## src/sv/sefr_pkg.sv

```systemverilog
// Types and constants of the SSI encoder frame receiver.
`default_nettype none
package sefr_pkg;

    // Register reset values and saturation limits
    localparam logic [4:0] MT_RESET  = 5'd12;
    localparam logic [4:0] ST_RESET  = 5'd13;
    localparam logic [3:0] CRC_RESET = 4'd6;
    localparam logic [4:0] MT_MAX    = 5'd24;
    localparam logic [4:0] ST_MAX    = 5'd30;
    localparam logic [3:0] CRC_MAX   = 4'd8;

    // Warning and error bits of the frame, one each
    localparam int WARNING_BITS = 1;
    localparam int ERROR_BITS   = 1;
    localparam int STATUS_BITS  = WARNING_BITS + ERROR_BITS;

    // Field widths
    localparam int FRAME_W = 64;
    localparam int CNT_W   = 7;
    localparam int MT_W    = 24;
    localparam int ST_W    = 30;
    localparam int CRC_W   = 8;
    localparam int OUT_W   = 128;
    localparam int IN_W    = 8;
    localparam int PADDR_W = 4;
    localparam int PDATA_W = 32;

    // Completed-frame queue depth
    localparam int QUEUE_DEPTH_DEF = 2;

    // Item kinds carried on tuser
    localparam logic KIND_START = 1'b0;
    localparam logic KIND_DATA  = 1'b1;

    // Register index (paddr[3:2])
    typedef enum logic [1:0] {
        REG_MT  = 2'd0,
        REG_ST  = 2'd1,
        REG_CRC = 2'd2
    } cfg_reg_t;

    // Saturated field widths from the register file
    typedef struct packed {
        logic [4:0] mt;
        logic [4:0] st;
        logic [3:0] cb;
    } cfg_widths_t;

    // One completed frame waiting for field extraction
    typedef struct packed {
        logic [FRAME_W-1:0] raw;
        cfg_widths_t        w;
    } frame_entry_t;

endpackage
`default_nettype wire

```

## src/sv/sefr_cfg.sv

```systemverilog
// APB register file holding the frame field widths.
`default_nettype none
module sefr_cfg
    import sefr_pkg::*;
(
    input  wire logic               aclk,
    input  wire logic               aresetn,
    input  wire logic               psel,
    input  wire logic               penable,
    input  wire logic               pwrite,
    input  wire logic [PADDR_W-1:0] paddr,
    input  wire logic [PDATA_W-1:0] pwdata,
    output logic      [PDATA_W-1:0] prdata,
    output logic                    pready,
    output cfg_widths_t             widths
);

    logic [4:0] mt_reg, mt_next;
    logic [4:0] st_reg, st_next;
    logic [3:0] cb_reg, cb_next;
    logic       wr_en;
    cfg_reg_t   idx;

    assign pready = 1'b1;
    assign wr_en  = psel & penable & pwrite;
    assign idx    = cfg_reg_t'(paddr[3:2]);

    // Write decode
    always_comb begin
        mt_next = mt_reg;
        st_next = st_reg;
        cb_next = cb_reg;
        if (wr_en) begin
            unique case (idx)
                REG_MT:  mt_next = pwdata[4:0];
                REG_ST:  st_next = pwdata[4:0];
                REG_CRC: cb_next = pwdata[3:0];
                default: ;
            endcase
        end
    end

    always_ff @(posedge aclk) begin
        if (!aresetn) begin
            mt_reg <= MT_RESET;
            st_reg <= ST_RESET;
            cb_reg <= CRC_RESET;
        end else begin
            mt_reg <= mt_next;
            st_reg <= st_next;
            cb_reg <= cb_next;
        end
    end

    // Read mux returns the stored value
    always_comb begin
        unique case (idx)
            REG_MT:  prdata = {27'd0, mt_reg};
            REG_ST:  prdata = {27'd0, st_reg};
            REG_CRC: prdata = {28'd0, cb_reg};
            default: prdata = '0;
        endcase
    end

    // Saturate so a frame never exceeds 64 bits
    assign widths.mt = (mt_reg > MT_MAX)  ? MT_MAX  : mt_reg;
    assign widths.st = (st_reg > ST_MAX)  ? ST_MAX  : st_reg;
    assign widths.cb = (cb_reg > CRC_MAX) ? CRC_MAX : cb_reg;

endmodule
`default_nettype wire

```

## src/sv/sefr_front.sv

```systemverilog
// Front end: takes bit transactions, shifts the frame, detects frame end.
`default_nettype none
module sefr_front
    import sefr_pkg::*;
(
    input  wire logic        aclk,
    input  wire logic        aresetn,
    input  wire logic        in_valid,
    input  wire logic        in_kind,
    input  wire logic        in_bit,
    input  wire logic        q_full,
    input  wire cfg_widths_t widths,
    output logic             in_ready,
    output logic             push,
    output frame_entry_t     push_entry
);

    logic [FRAME_W-1:0] shift_reg, shift_next;
    logic [CNT_W-1:0]   cnt_reg, cnt_next;
    logic               active_reg, active_next;
    logic [CNT_W-1:0]   len;
    logic               accept;

    assign in_ready = ~q_full;
    assign accept   = in_valid & in_ready;

    // Frame length in bits, at most 64
    assign len = CNT_W'(widths.mt) + CNT_W'(widths.st) + CNT_W'(widths.cb)
               + CNT_W'(STATUS_BITS);

    // Start clears, data shifts in while armed
    always_comb begin
        shift_next  = shift_reg;
        cnt_next    = cnt_reg;
        active_next = active_reg;
        push        = 1'b0;
        if (accept) begin
            if (in_kind == KIND_START) begin
                shift_next  = '0;
                cnt_next    = '0;
                active_next = 1'b1;
            end else if (active_reg) begin
                shift_next = {shift_reg[FRAME_W-2:0], in_bit};
                if (cnt_reg != CNT_W'(FRAME_W)) begin
                    cnt_next = cnt_reg + 1'b1;
                end
                if (cnt_next >= len) begin
                    push        = 1'b1;
                    active_next = 1'b0;
                end
            end
        end
    end

    // Keep only the last len bits; a shift by 64 gives an all-ones mask
    assign push_entry.raw = shift_next & ~({FRAME_W{1'b1}} << len);
    assign push_entry.w   = widths;

    always_ff @(posedge aclk) begin
        if (!aresetn) begin
            cnt_reg    <= '0;
            active_reg <= 1'b0;
        end else begin
            cnt_reg    <= cnt_next;
            active_reg <= active_next;
        end
    end

    always_ff @(posedge aclk) begin
        shift_reg <= shift_next;
    end

endmodule
`default_nettype wire

```

## src/sv/sefr_queue.sv

```systemverilog
// Short queue of completed frames between front and back end.
`default_nettype none
module sefr_queue
    import sefr_pkg::*;
#(
    parameter int DEPTH = QUEUE_DEPTH_DEF
) (
    input  wire logic         aclk,
    input  wire logic         aresetn,
    input  wire logic         push,
    input  wire frame_entry_t push_entry,
    input  wire logic         pop,
    output logic              full,
    output logic              not_empty,
    output frame_entry_t      head
);

    localparam int AW = $clog2(DEPTH);
    localparam int CW = $clog2(DEPTH + 1);

    frame_entry_t   mem [DEPTH];
    logic [AW-1:0]  wr_ptr_reg, wr_ptr_next;
    logic [AW-1:0]  rd_ptr_reg, rd_ptr_next;
    logic [CW-1:0]  cnt_reg, cnt_next;

    assign full      = (cnt_reg == CW'(DEPTH));
    assign not_empty = (cnt_reg != '0);
    assign head      = mem[rd_ptr_reg];

    // Pointer and fill count update
    always_comb begin
        wr_ptr_next = wr_ptr_reg;
        rd_ptr_next = rd_ptr_reg;
        cnt_next    = cnt_reg;
        if (push) begin
            wr_ptr_next = (wr_ptr_reg == AW'(DEPTH - 1)) ? '0 : wr_ptr_reg + 1'b1;
        end
        if (pop) begin
            rd_ptr_next = (rd_ptr_reg == AW'(DEPTH - 1)) ? '0 : rd_ptr_reg + 1'b1;
        end
        priority if (push && !pop) cnt_next = cnt_reg + 1'b1;
        else if (pop && !push)     cnt_next = cnt_reg - 1'b1;
        else                       cnt_next = cnt_reg;
    end

    always_ff @(posedge aclk) begin
        if (!aresetn) begin
            wr_ptr_reg <= '0;
            rd_ptr_reg <= '0;
            cnt_reg    <= '0;
        end else begin
            wr_ptr_reg <= wr_ptr_next;
            rd_ptr_reg <= rd_ptr_next;
            cnt_reg    <= cnt_next;
        end
    end

    always_ff @(posedge aclk) begin
        if (push) begin
            mem[wr_ptr_reg] <= push_entry;
        end
    end

endmodule
`default_nettype wire

```

## src/sv/sefr_back.sv

```systemverilog
// Back end: splits a completed frame into its fields, output register.
`default_nettype none
module sefr_back
    import sefr_pkg::*;
(
    input  wire logic         aclk,
    input  wire logic         aresetn,
    input  wire logic         q_valid,
    input  wire frame_entry_t q_head,
    input  wire logic         out_ready,
    output logic              pop,
    output logic              out_valid,
    output logic [OUT_W-1:0]  out_data
);

    logic             valid_reg, valid_next;
    logic [OUT_W-1:0] data_reg, data_next;
    logic [CNT_W-1:0] lo_st, lo_mt;
    logic [FRAME_W-1:0] sh_err, sh_st, sh_mt;
    logic [MT_W-1:0]  mt_val;
    logic [ST_W-1:0]  st_val;
    logic [CRC_W-1:0] crc_val;

    assign pop = q_valid & (~valid_reg | out_ready);

    // Field positions counted from the last received bit
    assign lo_st  = CNT_W'(q_head.w.cb) + CNT_W'(STATUS_BITS);
    assign lo_mt  = lo_st + CNT_W'(q_head.w.st);
    assign sh_err = q_head.raw >> q_head.w.cb;
    assign sh_st  = q_head.raw >> lo_st;
    assign sh_mt  = q_head.raw >> lo_mt;

    assign mt_val  = sh_mt[MT_W-1:0] & ~({MT_W{1'b1}} << q_head.w.mt);
    assign st_val  = sh_st[ST_W-1:0] & ~({ST_W{1'b1}} << q_head.w.st);
    assign crc_val = q_head.raw[CRC_W-1:0] & ~({CRC_W{1'b1}} << q_head.w.cb);

    // Output register load and release; warning sits above error in the frame
    always_comb begin
        valid_next = valid_reg;
        data_next  = data_reg;
        if (pop) begin
            valid_next = 1'b1;
            data_next  = {q_head.raw, crc_val, sh_err[0], sh_err[1], st_val, mt_val};
        end else if (out_ready) begin
            valid_next = 1'b0;
        end
    end

    always_ff @(posedge aclk) begin
        if (!aresetn) begin
            valid_reg <= 1'b0;
        end else begin
            valid_reg <= valid_next;
        end
    end

    always_ff @(posedge aclk) begin
        data_reg <= data_next;
    end

    assign out_valid = valid_reg;
    assign out_data  = data_reg;

endmodule
`default_nettype wire

```

## src/sv/ssi_encoder_frame_receiver.sv

```systemverilog
// Top level of the SSI encoder frame receiver.
//
//  Channel  | Direction | Payload
//  ---------+-----------+--------------------------------------------------
//  s_       | in        | tuser[0] kind, tdata[0] line_bit
//  m_       | out       | tdata: multiturn, singleturn, warning, error, crc, raw
//  APB      | in/out    | field widths at 0x0, 0x4, 0x8
//
// One bit transaction per cycle while s_tready is high. The transaction
// carrying the last frame bit writes the frame into the queue, and the
// field-extraction register loads the result from there once it is free.
// s_tready drops only when the completed-frame queue is full (QUEUE_DEPTH
// frames waiting on m_tready). Reset is synchronous; there is no clearing pass.
`default_nettype none
module ssi_encoder_frame_receiver
    import sefr_pkg::*;
#(
    parameter int QUEUE_DEPTH = QUEUE_DEPTH_DEF
) (
    input  wire logic               aclk,
    input  wire logic               aresetn,
    input  wire logic               s_tvalid,
    output logic                    s_tready,
    input  wire logic [IN_W-1:0]    s_tdata,   // [0] line_bit, [7:1] zero
    input  wire logic [0:0]         s_tuser,   // [0] kind
    output logic                    m_tvalid,
    input  wire logic               m_tready,
    // [23:0] multiturn_value, [53:24] singleturn_value, [54] warning_flag,
    // [55] error_flag, [63:56] crc_value, [127:64] raw_frame
    output logic      [OUT_W-1:0]   m_tdata,
    input  wire logic               psel,
    input  wire logic               penable,
    input  wire logic               pwrite,
    input  wire logic [PADDR_W-1:0] paddr,
    input  wire logic [PDATA_W-1:0] pwdata,
    output logic      [PDATA_W-1:0] prdata,
    output logic                    pready
);

    cfg_widths_t  widths;
    logic         push, pop, q_full, q_valid;
    frame_entry_t push_entry, q_head;

    // Register file
    sefr_cfg u_cfg (
        .aclk    (aclk),
        .aresetn (aresetn),
        .psel    (psel),
        .penable (penable),
        .pwrite  (pwrite),
        .paddr   (paddr),
        .pwdata  (pwdata),
        .prdata  (prdata),
        .pready  (pready),
        .widths  (widths)
    );

    // Bit intake
    sefr_front u_front (
        .aclk       (aclk),
        .aresetn    (aresetn),
        .in_valid   (s_tvalid),
        .in_kind    (s_tuser[0]),
        .in_bit     (s_tdata[0]),
        .q_full     (q_full),
        .widths     (widths),
        .in_ready   (s_tready),
        .push       (push),
        .push_entry (push_entry)
    );

    // Completed frames
    sefr_queue #(
        .DEPTH (QUEUE_DEPTH)
    ) u_queue (
        .aclk       (aclk),
        .aresetn    (aresetn),
        .push       (push),
        .push_entry (push_entry),
        .pop        (pop),
        .full       (q_full),
        .not_empty  (q_valid),
        .head       (q_head)
    );

    // Field extraction and result
    sefr_back u_back (
        .aclk      (aclk),
        .aresetn   (aresetn),
        .q_valid   (q_valid),
        .q_head    (q_head),
        .out_ready (m_tready),
        .pop       (pop),
        .out_valid (m_tvalid),
        .out_data  (m_tdata)
    );

endmodule
`default_nettype wire

```

## config.mk

```make
export PLATFORM = sky130hd
export DESIGN_NAME = ssi_encoder_frame_receiver
export DESIGN_NICKNAME = d
export VERILOG_FILES = /design/src/sv/sefr_pkg.sv /design/src/sv/sefr_cfg.sv /design/src/sv/sefr_front.sv /design/src/sv/sefr_queue.sv /design/src/sv/sefr_back.sv /design/src/sv/ssi_encoder_frame_receiver.sv
export SDC_FILE = /design/constraint.sdc
export NUM_CORES = 1
export LEC_CHECK = 0
export BUFFER_PORTS_ARGS = -buffer_cell sky130_fd_sc_hd__buf_2
export CAP_MARGIN = 40
export CORE_MARGIN = 3
export CORE_UTILIZATION = 30
export CTS_BUF_LIST = sky130_fd_sc_hd__clkbuf_4
export DETAILED_ROUTE_END_ITERATION = 16
export HOLD_SLACK_MARGIN = 0.06
export PLACE_DENSITY_LB_ADDON = 0.1
export SETUP_SLACK_MARGIN = 0.3
export SYNTH_ARGS = -nofsm -noshare
export SYNTH_HDL_FRONTEND = slang
export SYNTH_SLANG_ARGS = --single-unit
```

## constraint.sdc

```tcl
create_clock -name aclk -period 16.1 [get_ports aclk]
set_input_delay 3.22 -clock aclk [delete_from_list [all_inputs] [get_ports aclk]]
set_output_delay 3.22 -clock aclk [all_outputs]
set_load 0.05 [all_outputs]
```

==> results of run 1 <==
-- worst reg2reg max path, stage by stage, from the launching register on --
cell and delay [ns]:
dfxtp_1 0.54, a41oi_1 0.34, ha_1 0.33, fa_1 0.48, inv_1 0.05, ha_1 0.27, inv_1 0.04, ha_1 0.21
fa_1 0.47, a21o_1 0.17, a21o_1 0.20, mux2_2 0.28, a211oi_1 0.19, buf_4 0.27, inv_1 0.30, ha_1 0.41
nand3_1 0.10, o211a_1 0.24, or3_1 0.38, inv_2 0.52, buf_4 0.71
-- area by class of cell --
cell class / instances / area [sq um]
Antenna cell: 2 / 5.00
Clock buffer: 155 / 1160
Clock inverter: 32 / 191
Fill cell: 6892 / 44700
Inverter: 77 / 289
Multi-Input combinational cell: 1194 / 9870
Sequential cell: 376 / 10400
Tap cell: 931 / 1160
Timing Repair Buffer: 212 / 1270
-- cells by family (layout without fill, tap and decap cells) --
logic type,count (synthesis),after routing,synth area share
mux,360,360,0.217
other cells,2,30,0.000357
compound gates,377,377,0.130
flops,376,376,0.493
fa+ha+maj,34,34,0.0213
simple gates,375,375,0.0795
buf+inv,228,476,0.0504
xor+xnor,20,20,0.00868
-- path summary, 6_finish.rpt --
check	startpoint	slack (ns)	end
setup / recovery	paddr[2]	8.71	prdata[0]
hold reg to reg	u_front.shift_reg[63]	0.47	u_front.shift_reg[63]
setup reg to reg	u_cfg.st_reg[1]	9.20	u_queue.mem[0][25]
hold / removal	u_front.shift_reg[63]	0.47	u_front.shift_reg[63]
-- synthesized netlist by cell type (6+ instances only) --
cell and n:
or2_2 6, mux2i_1 223, o21ai_0 54, o211ai_1 19
a21boi_0 34, xor2_1 9, a211oi_1 22, a22o_1 60
mux4_2 70, nand2b_1 8, a22oi_1 10, clkbuf_1 71
nor2b_1 11, nor2_1 115, a21oi_1 54, nor3_1 32
a21o_1 17, ha_1 31, a2111oi_0 7, o221ai_1 8
buf_2 26, and2_1 19, mux2_2 67, a221oi_1 10
dfxtp_1 92, xnor2_1 10, o21a_1 15, buf_1 14
nand2_1 119, o31ai_1 6, buf_4 34, edfxtp_1 284
inv_1 71, and3_1 7, nand3_1 43, buf_6 6
-- metrics by stage --
step / instance area (sq um) / hold WS (ns) / std cells
2_1_floorplan: 21200 / 0.436 / 1798
6_report: 24300 / 0.468 / 2979
4_1_cts: 24300 / 0.470 / 2977
5_1_grt: 24300 / 0.493 / 2978
3_5_place_dp: 23000 / 0.456 / 2790
3_3_place_gp: 22800 / 0.461 / 2772
-- layout by cell type (no fill, tap or decap), drive strengths merged, types with 8 or more instances in the layout --
cell type / netlist / final
edfxtp: 284 / 284
mux2i: 223 / 223
buf: 80 / 212
clkbuf: 71 / 155
nand2: 119 / 119
nor2: 115 / 115
dfxtp: 92 / 92
inv: 73 / 76
mux4: 70 / 70
mux2: 67 / 67
a22o: 60 / 60
o21ai: 58 / 58
a21oi: 55 / 55
nand3: 43 / 43
a21boi: 34 / 34
nor3: 32 / 32
ha: 31 / 31
clkinv: 4 / 30
conb: 2 / 28
a211oi: 23 / 23
and2: 20 / 20
o211ai: 19 / 19
a21o: 17 / 17
o21a: 15 / 15
a2111oi: 12 / 12
nor2b: 11 / 11
a22oi: 10 / 10
a221oi: 10 / 10
xnor2: 10 / 10
xor2: 10 / 10
nand2b: 8 / 8
o221ai: 8 / 8
-- report_power, final --
part	total [mW]	leakage, nW	switching (mW)	internal (mW)
registers	1.31	3.27	0.0510	1.26
clock network	0.878	0.807	0.407	0.471
logic	2.40	5.02	1.65	0.747
-- metal layers --
| metal | GRT usage | vias to the layer above |
|---|---|---|
| met2 | 0.304 | 497 |
| met1 | 0.237 | 7711 |
| li1 | - | 7170 |
| met3 | 0.0353 | 126 |
| met4 | 0.0848 | 0 |
| met5 | 0 | - |
==> results.md, run 1 <==
* Cells after synthesis at 1772
* Status: complete, no violations
* Final setup vio count at 0
* Die Wd at 271 um
* Antenna-violating nets left at 0
* Static leakage at 9.10 nW
* H-tree lvl count at 3
* Final Hold Fails at 0
* Setup Fix Bufs, Post-CTS at 0
* Tcrit/Tclk final at 0.459
* Area Overhead vs Synth at 15.6%
* Pwr dens at 189 nW/um^2
* Worst-Skew Late Latency at 0.85 ns
* Share of layout cells above drive strength 1 at 0.270
* Vias in the first global route at 15600
* Reg clk slew, reported paths at 0.06 ns
* DRC at 0
* Core area at 69100 sq um
* CTS tree: built
* Initial DRC count at 1196
* Crit Path Class: in2out
* Total grt overflow at 0
* Clock tree buffer depth at 3
* Final Slew Violations at 0
* WP buf/inv at 2
* Nets at 2050
* Hold bufs inserted after CTS at 0
* Pwr Total at 4.59 mW
* Worst EP arrival at 4.17 ns
* Worst slack at placement at 8.73 ns
* EDFF count, synth at 284
* Die H at 271 um
* PnR worst setup slack at 8.71 ns
* Placer Congestion at 0.874
* Wire length of the first global-routing pass at 102000 um
* Site Rows at 96
* M1 WL at 29700 um
* Ys async rst share at 0
* Initial antenna violation count at 2
* WP data required at 12.88 ns
* Synth top area cells: edfxtp_1 (41%), mux2i_1 (11%), dfxtp_1 (8.7%), mux4_2 (7.5%), mux2_2 (3.6%)
* WL met3 at 3760 um
* Slew @ Worst Pin at 0.881 ns
* Worst path most repeated cell: buf_2
* Starting Density at 0.305
* Instance count on the critical path at 5
* Top delay family on crit path: buffers and inverters
* R2R depth at 20
* CP Max Fanout at 14
* DR WL met2 at 33000 um
* Area share of the largest cell type after synthesis at 0.405
* Post-Syn Area at 21100 sq um
* Yosys warns at 0
* Max stage delay on crit path at 0.30 ns
* Worst Skew at 0.0498 ns
* Seq/Total Area, Yosys at 0.493
* Vias at 15500
* Max VDD drop at 119 uV
* Vias per cell at 5.20
* Unrepaired setup endpoints after global routing: no
* Yosys top cell by area: edfxtp_1
* Clk root buf: clkbuf_4
* First-pass iteration count of the detailed router at 7
* Hold crit path type: reg2reg
* PostCTS Resize Cnt at 0
* Total CTS buffers at 103
* Top FF cell, synth: edfxtp_1
* Num ports at 215
* # port buffers at 150
* CTS Sinks at 376
* Slew Limit Headroom at 0.413
* Worst Setup End Kind: output port
* Routed WL at 69100 um
* Post-Syn Area per Cell at 11.9 sq um
* Die area at 73400 sq um
* Final Core Density at 0.352
* Post-detail-place hpwl at 51000 um
* Largest net degree at the start of global routing at 73
* Post-synthesis register bit count at 376
* Slowest CP cell: buf_2
* Setup TNS at 0 ns
* Total GRT Usage at 0.185
* Post-route minimum period at 7.39 ns
* Max Cap Viol at 0
* Crit path cell chain: buf_2 -> nor2b_1 -> nand2_1 -> o21ai_0 -> buf_2
* F_max at 135 MHz
* Wire per inst at 23.2 um
* Yosys cell types at 72
* Hold depth at 1
* Worst setup SP type: primary input
* Largest register FFs at 156
* Top sig layer: met4
Note: power is estimated with default switching activity, not from simulation.
==> inputs of run 2 (changes only) <==
--- a/config.mk
+++ b/config.mk
@@ -5,6 +5,7 @@
 export SDC_FILE = /design/constraint.sdc
 export NUM_CORES = 1
 export LEC_CHECK = 0
+export ABC_AREA = 1
 export BUFFER_PORTS_ARGS = -buffer_cell sky130_fd_sc_hd__buf_2
 export CAP_MARGIN = 40
 export CORE_MARGIN = 3
==> constraint.sdc (replaced) <==
create_clock -name aclk -period 6.2 [get_ports aclk]
set_input_delay 1.24 -clock aclk [delete_from_list [all_inputs] [get_ports aclk]]
set_output_delay 1.24 -clock aclk [all_outputs]
set_load 0.05 [all_outputs]
==> run 2 against run 1 <==
Effect of this change:
- worst hold slack worse by 0.022 ns
- via count rose by 20%
- utilization fell by 0.15 points
- global-route usage increased by 1.3 points
- flip-flop and latch count unchanged
- clock-buffer cell count increased by 2
- non-clock buffer count decreased by 20
- cell area down 2.0%
- sequential share of layout area increased by 0.86 points
- highest routed layer is now met5
==> results.md, run 2 <==
* CTS tree: built (unchanged)
* Die area at 72600 sq um (was 73400 sq um)
* R2r startpoint: u_cfg.mt_reg[4] (was u_cfg.st_reg[1])
* Final Hold Fails at 0 (unchanged)
* Hold bufs inserted after CTS at 0 (unchanged)
* Vias at 18600 (was 15500)
* FF-to-FF setup slack at 0.87 ns (was 9.20 ns)
* Most frequent cell after synthesis: nand2_1 (was edfxtp_1)
* Nets at 2818 (was 2050)
* Placer Congestion at 0.910 (was 0.874)
* Worst EP arrival at 5.86 ns (was 4.17 ns)
* DRC at 0 (unchanged)
* Unrepaired setup endpoints after global routing: no (unchanged)
* Hold Path Sink: u_front.shift_reg[58] (was u_front.shift_reg[63])
* Starting Density at 0.306 (was 0.305)
* Yosys cell types at 51 (was 72)
* Area share of the largest cell type after synthesis at 0.410 (was 0.405)
* Post-synth top cells: nand2_1 (674), nand3_1 (547), edfxtp_1 (284) (was edfxtp_1 (284), mux2i_1 (223), nand2_1 (119))
* Share of layout cells above drive strength 1 at 0.150 (was 0.270)
* Hold crit path type: reg2reg (unchanged)
* Seq/Total Area, Yosys at 0.498 (was 0.493)
* Slew @ Worst Pin at 1.09 ns (was 0.881 ns)
* Post-Syn Area per Cell at 8.09 sq um (was 11.9 sq um)
* H-tree lvl count at 3 (unchanged)
* F_max at 188 MHz
* CP Max Fanout at 15 (was 14)
* Ys async rst share at 0 (unchanged)
* EDFF count, synth at 284 (unchanged)
* Yosys warns at 0 (unchanged)
* Wire length of the first global-routing pass at 111000 um (was 102000 um)
* Crit Path Class: reg2reg (was in2out)
* Post-synthesis register bit count at 376 (unchanged)
* Top delay family on crit path: adder cells (was buffers and inverters)
* Max stage delay on crit path at 0.52 ns (was 0.30 ns)
* Hold depth at 2 (was 1)
* Core area at 68000 sq um (was 69100 sq um)
* Largest register FFs at 156 (unchanged)
* Die H at 269 um (was 271 um)
* Initial DRC count at 1540 (was 1196)
* Status: complete, no violations (unchanged)
* Most common cell after layout, fill and taps aside: nand2_1 (was edfxtp_1)
* Worst Setup End Kind: flop (was output port)
* WP buf/inv at 6 (was 2)
* Slew Limit Headroom at 0.272 (was 0.413)
* Most frequent cells in the layout: nand2_1 (674), nand3_1 (547), edfxtp_1 (284) (was edfxtp_1 (284), mux2i_1 (215), clkbuf_4 (155))
* Cells after synthesis at 2574 (was 1772)
* Initial antenna violation count at 3 (was 2)
* Largest family of logic cells by synthesized area: simple AND/OR/NAND/NOR gates (was multiplexers)
* Slowest CP cell: dfxtp_1 (was buf_2)
* Post-Synth Simple-Gate Area at 0.291 (was 0.0795)
* Wire per inst at 19.8 um (was 23.2 um)
* Mux contribution to synthesized area at 0.00337 (was 0.217)
* Synth Area in Compound Gates at 0.0963 (was 0.130)
* Antenna-violating nets left at 0 (unchanged)
* Worst R2R End: u_queue.mem[1][31] (was u_queue.mem[0][25])
* R2R depth at 20 (unchanged)
* Post-synthesis adder-cell area fraction at 0.0215 (was 0.0213)
* Worst setup SP type: flop (was primary input)
* Site Rows at 95 (was 96)
* Total GRT Usage at 0.199 (was 0.185)
* Clock tree buffer depth at 3 (unchanged)
* Worst Skew at 0.104 ns (was 0.0498 ns)
* WP data required at 6.73 ns (was 12.88 ns)
* Worst-Skew Late Latency at 0.92 ns (was 0.85 ns)
* XOR/XNOR share of the synthesized area at 0.00667 (was 0.00868)
* Vias per cell at 4.98 (was 5.20)
* CTS Sinks at 376 (unchanged)
* Tcrit/Tclk final at 0.859
* Final Slew Violations at 0 (unchanged)
* Post-Syn Area at 20800 sq um (was 21100 sq um)
* Synth top area cells: edfxtp_1 (41%), nand3_1 (13%), nand2_1 (12%), dfxtp_1 (8.8%), inv_1 (3.8%) (was edfxtp_1 (41%), mux2i_1 (11%), dfxtp_1 (8.7%), mux4_2 (7.5%), mux2_2 (3.6%))
* Post-route minimum period at 5.33 ns
* Routed WL at 74000 um (was 69100 um)
* Vias in the first global route at 17900 (was 15600)
* Num ports at 215 (unchanged)
* Area Overhead vs Synth at 14.6% (was 15.6%)
* # port buffers at 150 (unchanged)
* Post-detail-place hpwl at 56400 um (was 51000 um)
* Reg clk slew, reported paths at 0.06 ns (about the same)
* Yosys top cell by area: edfxtp_1 (unchanged)
* Final setup vio count at 0 (unchanged)
* Min-delay src: u_front.shift_reg[57] (was u_front.shift_reg[63])
* Largest net degree at the start of global routing at 134 (was 73)
* Setup TNS at 0 ns (unchanged)
* Clk root buf: clkbuf_4 (unchanged)
* Crit path cell chain: a21boi_0 -> ha_1 -> fa_1 -> inv_1 -> ha_1 -> inv_1 -> ha_1 -> fa_1 -> xor2_2 -> inv_1 -> ha_1 -> nand2_1 -> nor2_1 -> o21ai_0 -> nand4_1 -> nand2_1 -> inv_1 -> nand2_1 -> inv_2 -> buf_4 (was buf_2 -> nor2b_1 -> nand2_1 -> o21ai_0 -> buf_2)
* Die Wd at 269 um (was 271 um)
* Total CTS buffers at 100 (was 103)
* Top FF cell, synth: edfxtp_1 (unchanged)
* First-pass iteration count of the detailed router at 6 (was 7)
* Max Cap Viol at 0 (unchanged)
* Total grt overflow at 0 (unchanged)
==> run 2: worst register-to-register path, cell delays in order (launching register included) <==
cell      delay, ns
dfxtp_1        0.52
a21boi_0       0.27
ha_1           0.28
fa_1           0.48
inv_1          0.04
ha_1           0.27
inv_1          0.04
ha_1           0.20
fa_1           0.50
xor2_2         0.40
inv_1          0.29
ha_1           0.36
nand2_1        0.05
nor2_1         0.07
o21ai_0        0.09
nand4_1        0.12
nand2_1        0.12
inv_1          0.13
nand2_1        0.08
inv_2          0.39
buf_4          0.29
==> run 2: repair_timing <==
item / 4_1_cts / 5_1_grt
endpoints found under the setup margin: 0 / 65
gates resized for setup: 0 / 1
endpoints found under the hold margin: 0 / 0
buffers inserted: 0 / 0
==> run 2: worst max-delay path by stage <==
stage	start	end	depth (start not counted)
after global routing	u_cfg.st_reg[1]	u_queue.mem[1][31]	20
final	u_cfg.mt_reg[4]	u_queue.mem[1][31]	20
after global placement	u_cfg.st_reg[1]	u_queue.mem[1][31]	20
after CTS	u_cfg.st_reg[1]	u_queue.mem[1][31]	20
after floorplan	m_tready	u_queue.cnt_reg[1]	8
after detailed placement	u_cfg.st_reg[1]	u_queue.mem[1][31]	20
==> run 2: cell families (layout without fill, tap and decap cells) <==
| kind of cell | count (synthesis) | in the layout |
|---|---|---|
| AO/OA/AOI/OAI | 352 | 352 |
| XOR/XNOR | 12 | 12 |
| adder cells (fa/ha/maj) | 34 | 34 |
| buffers and inverters | 391 | 607 |
| flip-flops | 376 | 376 |
| multiplexers | 7 | 7 |
| other | 2 | 30 |
| AND/OR/NAND/NOR | 1400 | 1400 |
==> run 2: metrics by stage <==
step                      hold slack [ns]  std cells  utilization  worst slack (ns)  cell area (sq um)
after global routing                0.464       3738        0.351             0.424              23800
after global placement              0.432       3546        0.330             0.826              22400
final                               0.446       3739        0.351             0.871              23800
after floorplan                     0.426       2600            -             0.304              20900
after detailed placement            0.445       3551        0.331             0.711              22500
after CTS                           0.429       3737        0.350             0.604              23800
==> run 2: layout make-up <==
type | count | area (sq um)
sequential | 376 | 10400
clock inverter | 29 | 170
antenna | 2 | 5.00
inverter | 229 | 862
clock buffer | 157 | 1180
fill | 7385 | 44100
multi-input combinational | 1833 | 8890
tap | 921 | 1150
timing repair buffer | 192 | 1220
==> run 2: per-layer routing <==
metal | track usage | share of wire | up-vias
met5 | 0 | 0.00018 | -
met4 | 0.0641 | 0.024 | 2
met3 | 0.0388 | 0.064 | 103
met2 | 0.311 | 0.45 | 584
met1 | 0.276 | 0.46 | 8834
li1 | - | - | 9102
Power of run 2 is not shown: default switching activity piles up to over one toggle a cycle in this logic, so the estimate is an artifact.
==> inputs of run 3 (changes only) <==
--- a/config.mk
+++ b/config.mk
@@ -5,7 +5,6 @@
 export SDC_FILE = /design/constraint.sdc
 export NUM_CORES = 1
 export LEC_CHECK = 0
-export ABC_AREA = 1
 export BUFFER_PORTS_ARGS = -buffer_cell sky130_fd_sc_hd__buf_2
 export CAP_MARGIN = 40
 export CORE_MARGIN = 3
==> run 3 against run 2 <==
Effect of this change:
- die area rose by 1.1%
- non-clock buffer count increased by 48
- worst setup slack got worse by 0.21 ns
- sequential share of layout area fell by 1.2 points
- register-to-register slack worse by 0.21 ns
- utilization up 0.42 points
- flip-flop and latch count stayed put
- clock-buffer cell count decreased by 8
- via count shrank 16%
- fmax shrank 3.7%
- highest routed layer unchanged
==> results.md, run 3 (same netlist as run 1, synthesis figures left out) <==
* Hold depth at 1 (was 2)
* Core area at 69100 sq um (was 68000 sq um)
* Share of layout cells above drive strength 1 at 0.276 (was 0.150)
* F_max at 181 MHz (was 188 MHz)
* Post-route minimum period at 5.54 ns (was 5.33 ns)
* Status: complete, no violations (unchanged)
* H-tree lvl count at 3 (unchanged)
* DRC at 0 (unchanged)
* PnR worst setup slack at 0.665 ns (was 0.871 ns)
* Initial DRC count at 1169 (was 1540)
* R2R depth at 19 (was 20)
* First-pass iteration count of the detailed router at 5 (was 6)
* Worst setup SP type: flop (unchanged)
* Worst Skew at 0.0429 ns (was 0.104 ns)
* Clk root buf: clkbuf_4 (unchanged)
* Total CTS buffers at 100 (unchanged)
* Largest register FFs at 156 (unchanged)
* Starting Density at 0.305 (was 0.306)
* Most frequent cells in the layout: edfxtp_1 (284), mux2i_1 (216), buf_2 (151) (was nand2_1 (674), nand3_1 (547), edfxtp_1 (284))
* Min-delay src: u_front.shift_reg[63] (was u_front.shift_reg[57])
* CTS Sinks at 376 (unchanged)
* # port buffers at 150 (unchanged)
* Slowest CP cell: dfxtp_1 (unchanged)
* Area of the multi-input gates at 9860 sq um (was 8890 sq um)
* Largest net degree at the start of global routing at 123 (was 134)
* Wire per inst at 23.3 um (was 19.8 um)
* Final setup vio count at 0 (unchanged)
* Wire length of the first global-routing pass at 102000 um (was 111000 um)
* Vias per cell at 5.20 (was 4.98)
* Hold WS at 0.473 ns (was 0.446 ns)
* Site Rows at 96 (was 95)
* Most common cell after layout, fill and taps aside: edfxtp_1 (was nand2_1)
* Vias in the first global route at 15500 (was 17900)
* Reg clk slew, reported paths at 0.06 ns (about the same)
* Worst EP arrival at 6.03 ns (was 5.86 ns)
* Placer Congestion at 0.881 (was 0.910)
* Hold crit path type: reg2reg (unchanged)
* Register area at 10400 sq um (about the same)
* Die H at 271 um (was 269 um)
* Worst-Skew Late Latency at 0.83 ns (was 0.92 ns)
* Crit path cell chain: a41oi_1 -> ha_1 -> fa_1 -> inv_1 -> ha_1 -> inv_1 -> ha_1 -> fa_1 -> a21o_1 -> a21o_1 -> mux2_2 -> a211oi_1 -> inv_1 -> ha_1 -> nand3_1 -> o211a_1 -> or3_1 -> clkinvlp_4 -> buf_12 (was a21boi_0 -> ha_1 -> fa_1 -> inv_1 -> ha_1 -> inv_1 -> ha_1 -> fa_1 -> xor2_2 -> inv_1 -> ha_1 -> nand2_1 -> nor2_1 -> o21ai_0 -> nand4_1 -> nand2_1 -> inv_1 -> nand2_1 -> inv_2 -> buf_4)
* Initial antenna violation count at 2 (was 3)
* Crit Path Class: reg2reg (unchanged)
* Worst R2R End: u_queue.mem[0][67] (was u_queue.mem[1][31])
* CP Max Fanout at 30 (was 15)
* FF-to-FF setup slack at 0.66 ns (was 0.87 ns)
* Post-detail-place hpwl at 52400 um (was 56400 um)
* Worst Setup End Kind: flop (unchanged)
* Vias at 15600 (was 18600)
* Die Wd at 271 um (was 269 um)
* Pwr dens at 487 nW/um^2
* Die area at 73400 sq um (was 72600 sq um)
* R2r startpoint: u_cfg.st_reg[1] (was u_cfg.mt_reg[4])
* Nets at 2075 (was 2818)
* Worst path most repeated cell: ha_1
* Total GRT Usage at 0.185 (was 0.199)
* Total grt overflow at 0 (unchanged)
* Final Slew Violations at 0 (unchanged)
* Max stage delay on crit path at 0.51 ns (was 0.52 ns)
* Slew @ Worst Pin at 0.973 ns (was 1.09 ns)
* Area Overhead vs Synth at 16.4% (was 14.6%)
* Unrepaired setup endpoints after global routing: no (unchanged)
* Max VDD drop at 313 uV
* Max Cap Viol at 0 (unchanged)
* CP startpoint: u_cfg.st_reg[1] (was u_cfg.mt_reg[4])
* Num ports at 215 (unchanged)
* Static leakage at 9.23 nW
* Tcrit/Tclk final at 0.893 (was 0.859)
* Antenna-violating nets left at 0 (unchanged)
* Worst slack at placement at 0.592 ns (was 0.711 ns)
* Slew Limit Headroom at 0.346 (was 0.272)
* Clock tree buffer depth at 3 (unchanged)
* Final Hold Fails at 0 (unchanged)
* CTS tree: built (unchanged)
* Filler Cell Count at 6908 (was 7385)
* Hold Path Sink: u_front.shift_reg[63] (was u_front.shift_reg[58])
* PostCTS Resize Cnt at 0 (unchanged)
* WP data required at 6.69 ns (was 6.73 ns)
* Setup TNS at 0 ns (unchanged)
* Routed WL at 69900 um (was 74000 um)
run 3: power breakdown:
group	switching, mW	internal [mW]
Combinational	4.32	2.05
Sequential	0.134	3.28
Clock	1.04	1.10
run 3: area by class of cell:
| class | instances | share of cell area |
|---|---|---|
| clock buffers | 149 | 0.0456 |
| flip-flops and latches | 376 | 0.423 |
| clock inverters | 31 | 0.00577 |
| well taps | 931 | 0.0475 |
| multi-input cells | 1194 | 0.402 |
| repair buffers | 240 | 0.0632 |
| diodes | 2 | 0.000204 |
| inverters | 77 | 0.0119 |
run 3: stage by stage:
stage	cell area, sq um	power (mW)	util	cells
floorplan	21200	8.17	-	1798
global placement	23000	9.74	0.333	2790
detailed placement	23200	9.84	0.336	2811
CTS	24400	12.1	0.354	2991
global route	24500	12.6	0.355	2999
finish	24500	11.9	0.355	3000
run 3: worst max-delay path by stage:
stage	cells past startpoint	end	slack, ns
final	19	u_queue.mem[0][67]	0.66
after global routing	19	u_queue.mem[0][60]	0.37
after CTS	19	u_queue.mem[0][60]	0.57
after detailed placement	19	u_queue.mem[0][23]	0.59
after global placement	20	u_queue.mem[0][23]	0.63
after floorplan	20	u_queue.mem[0][0]	0.32
run 3: metal layers:
layer  wire length (um)  track usage  up-vias
li1                   -            -     7226
met5                 24            0        -
met2              33700        0.309      489
met1              31300        0.247     7797
met4               1400       0.0562        4
met3               3580       0.0314       80
run 3: timing repair:
item                       4_1_cts  5_1_grt
setup endpoints to repair        0        1
setup buffers                    0        7
hold buffers                     0        0
run 3: worst max-delay path, delay by kind of cell, from the launching register on:
family | cells | cell delay [ns]
adders and majority gates | 6 | 2.00
buffers and inverters | 5 | 0.73
AOI/OAI and AO/OA | 5 | 1.16
muxes | 1 | 0.27
and+or+nand+nor | 2 | 0.51
DFF | 1 | 0.51
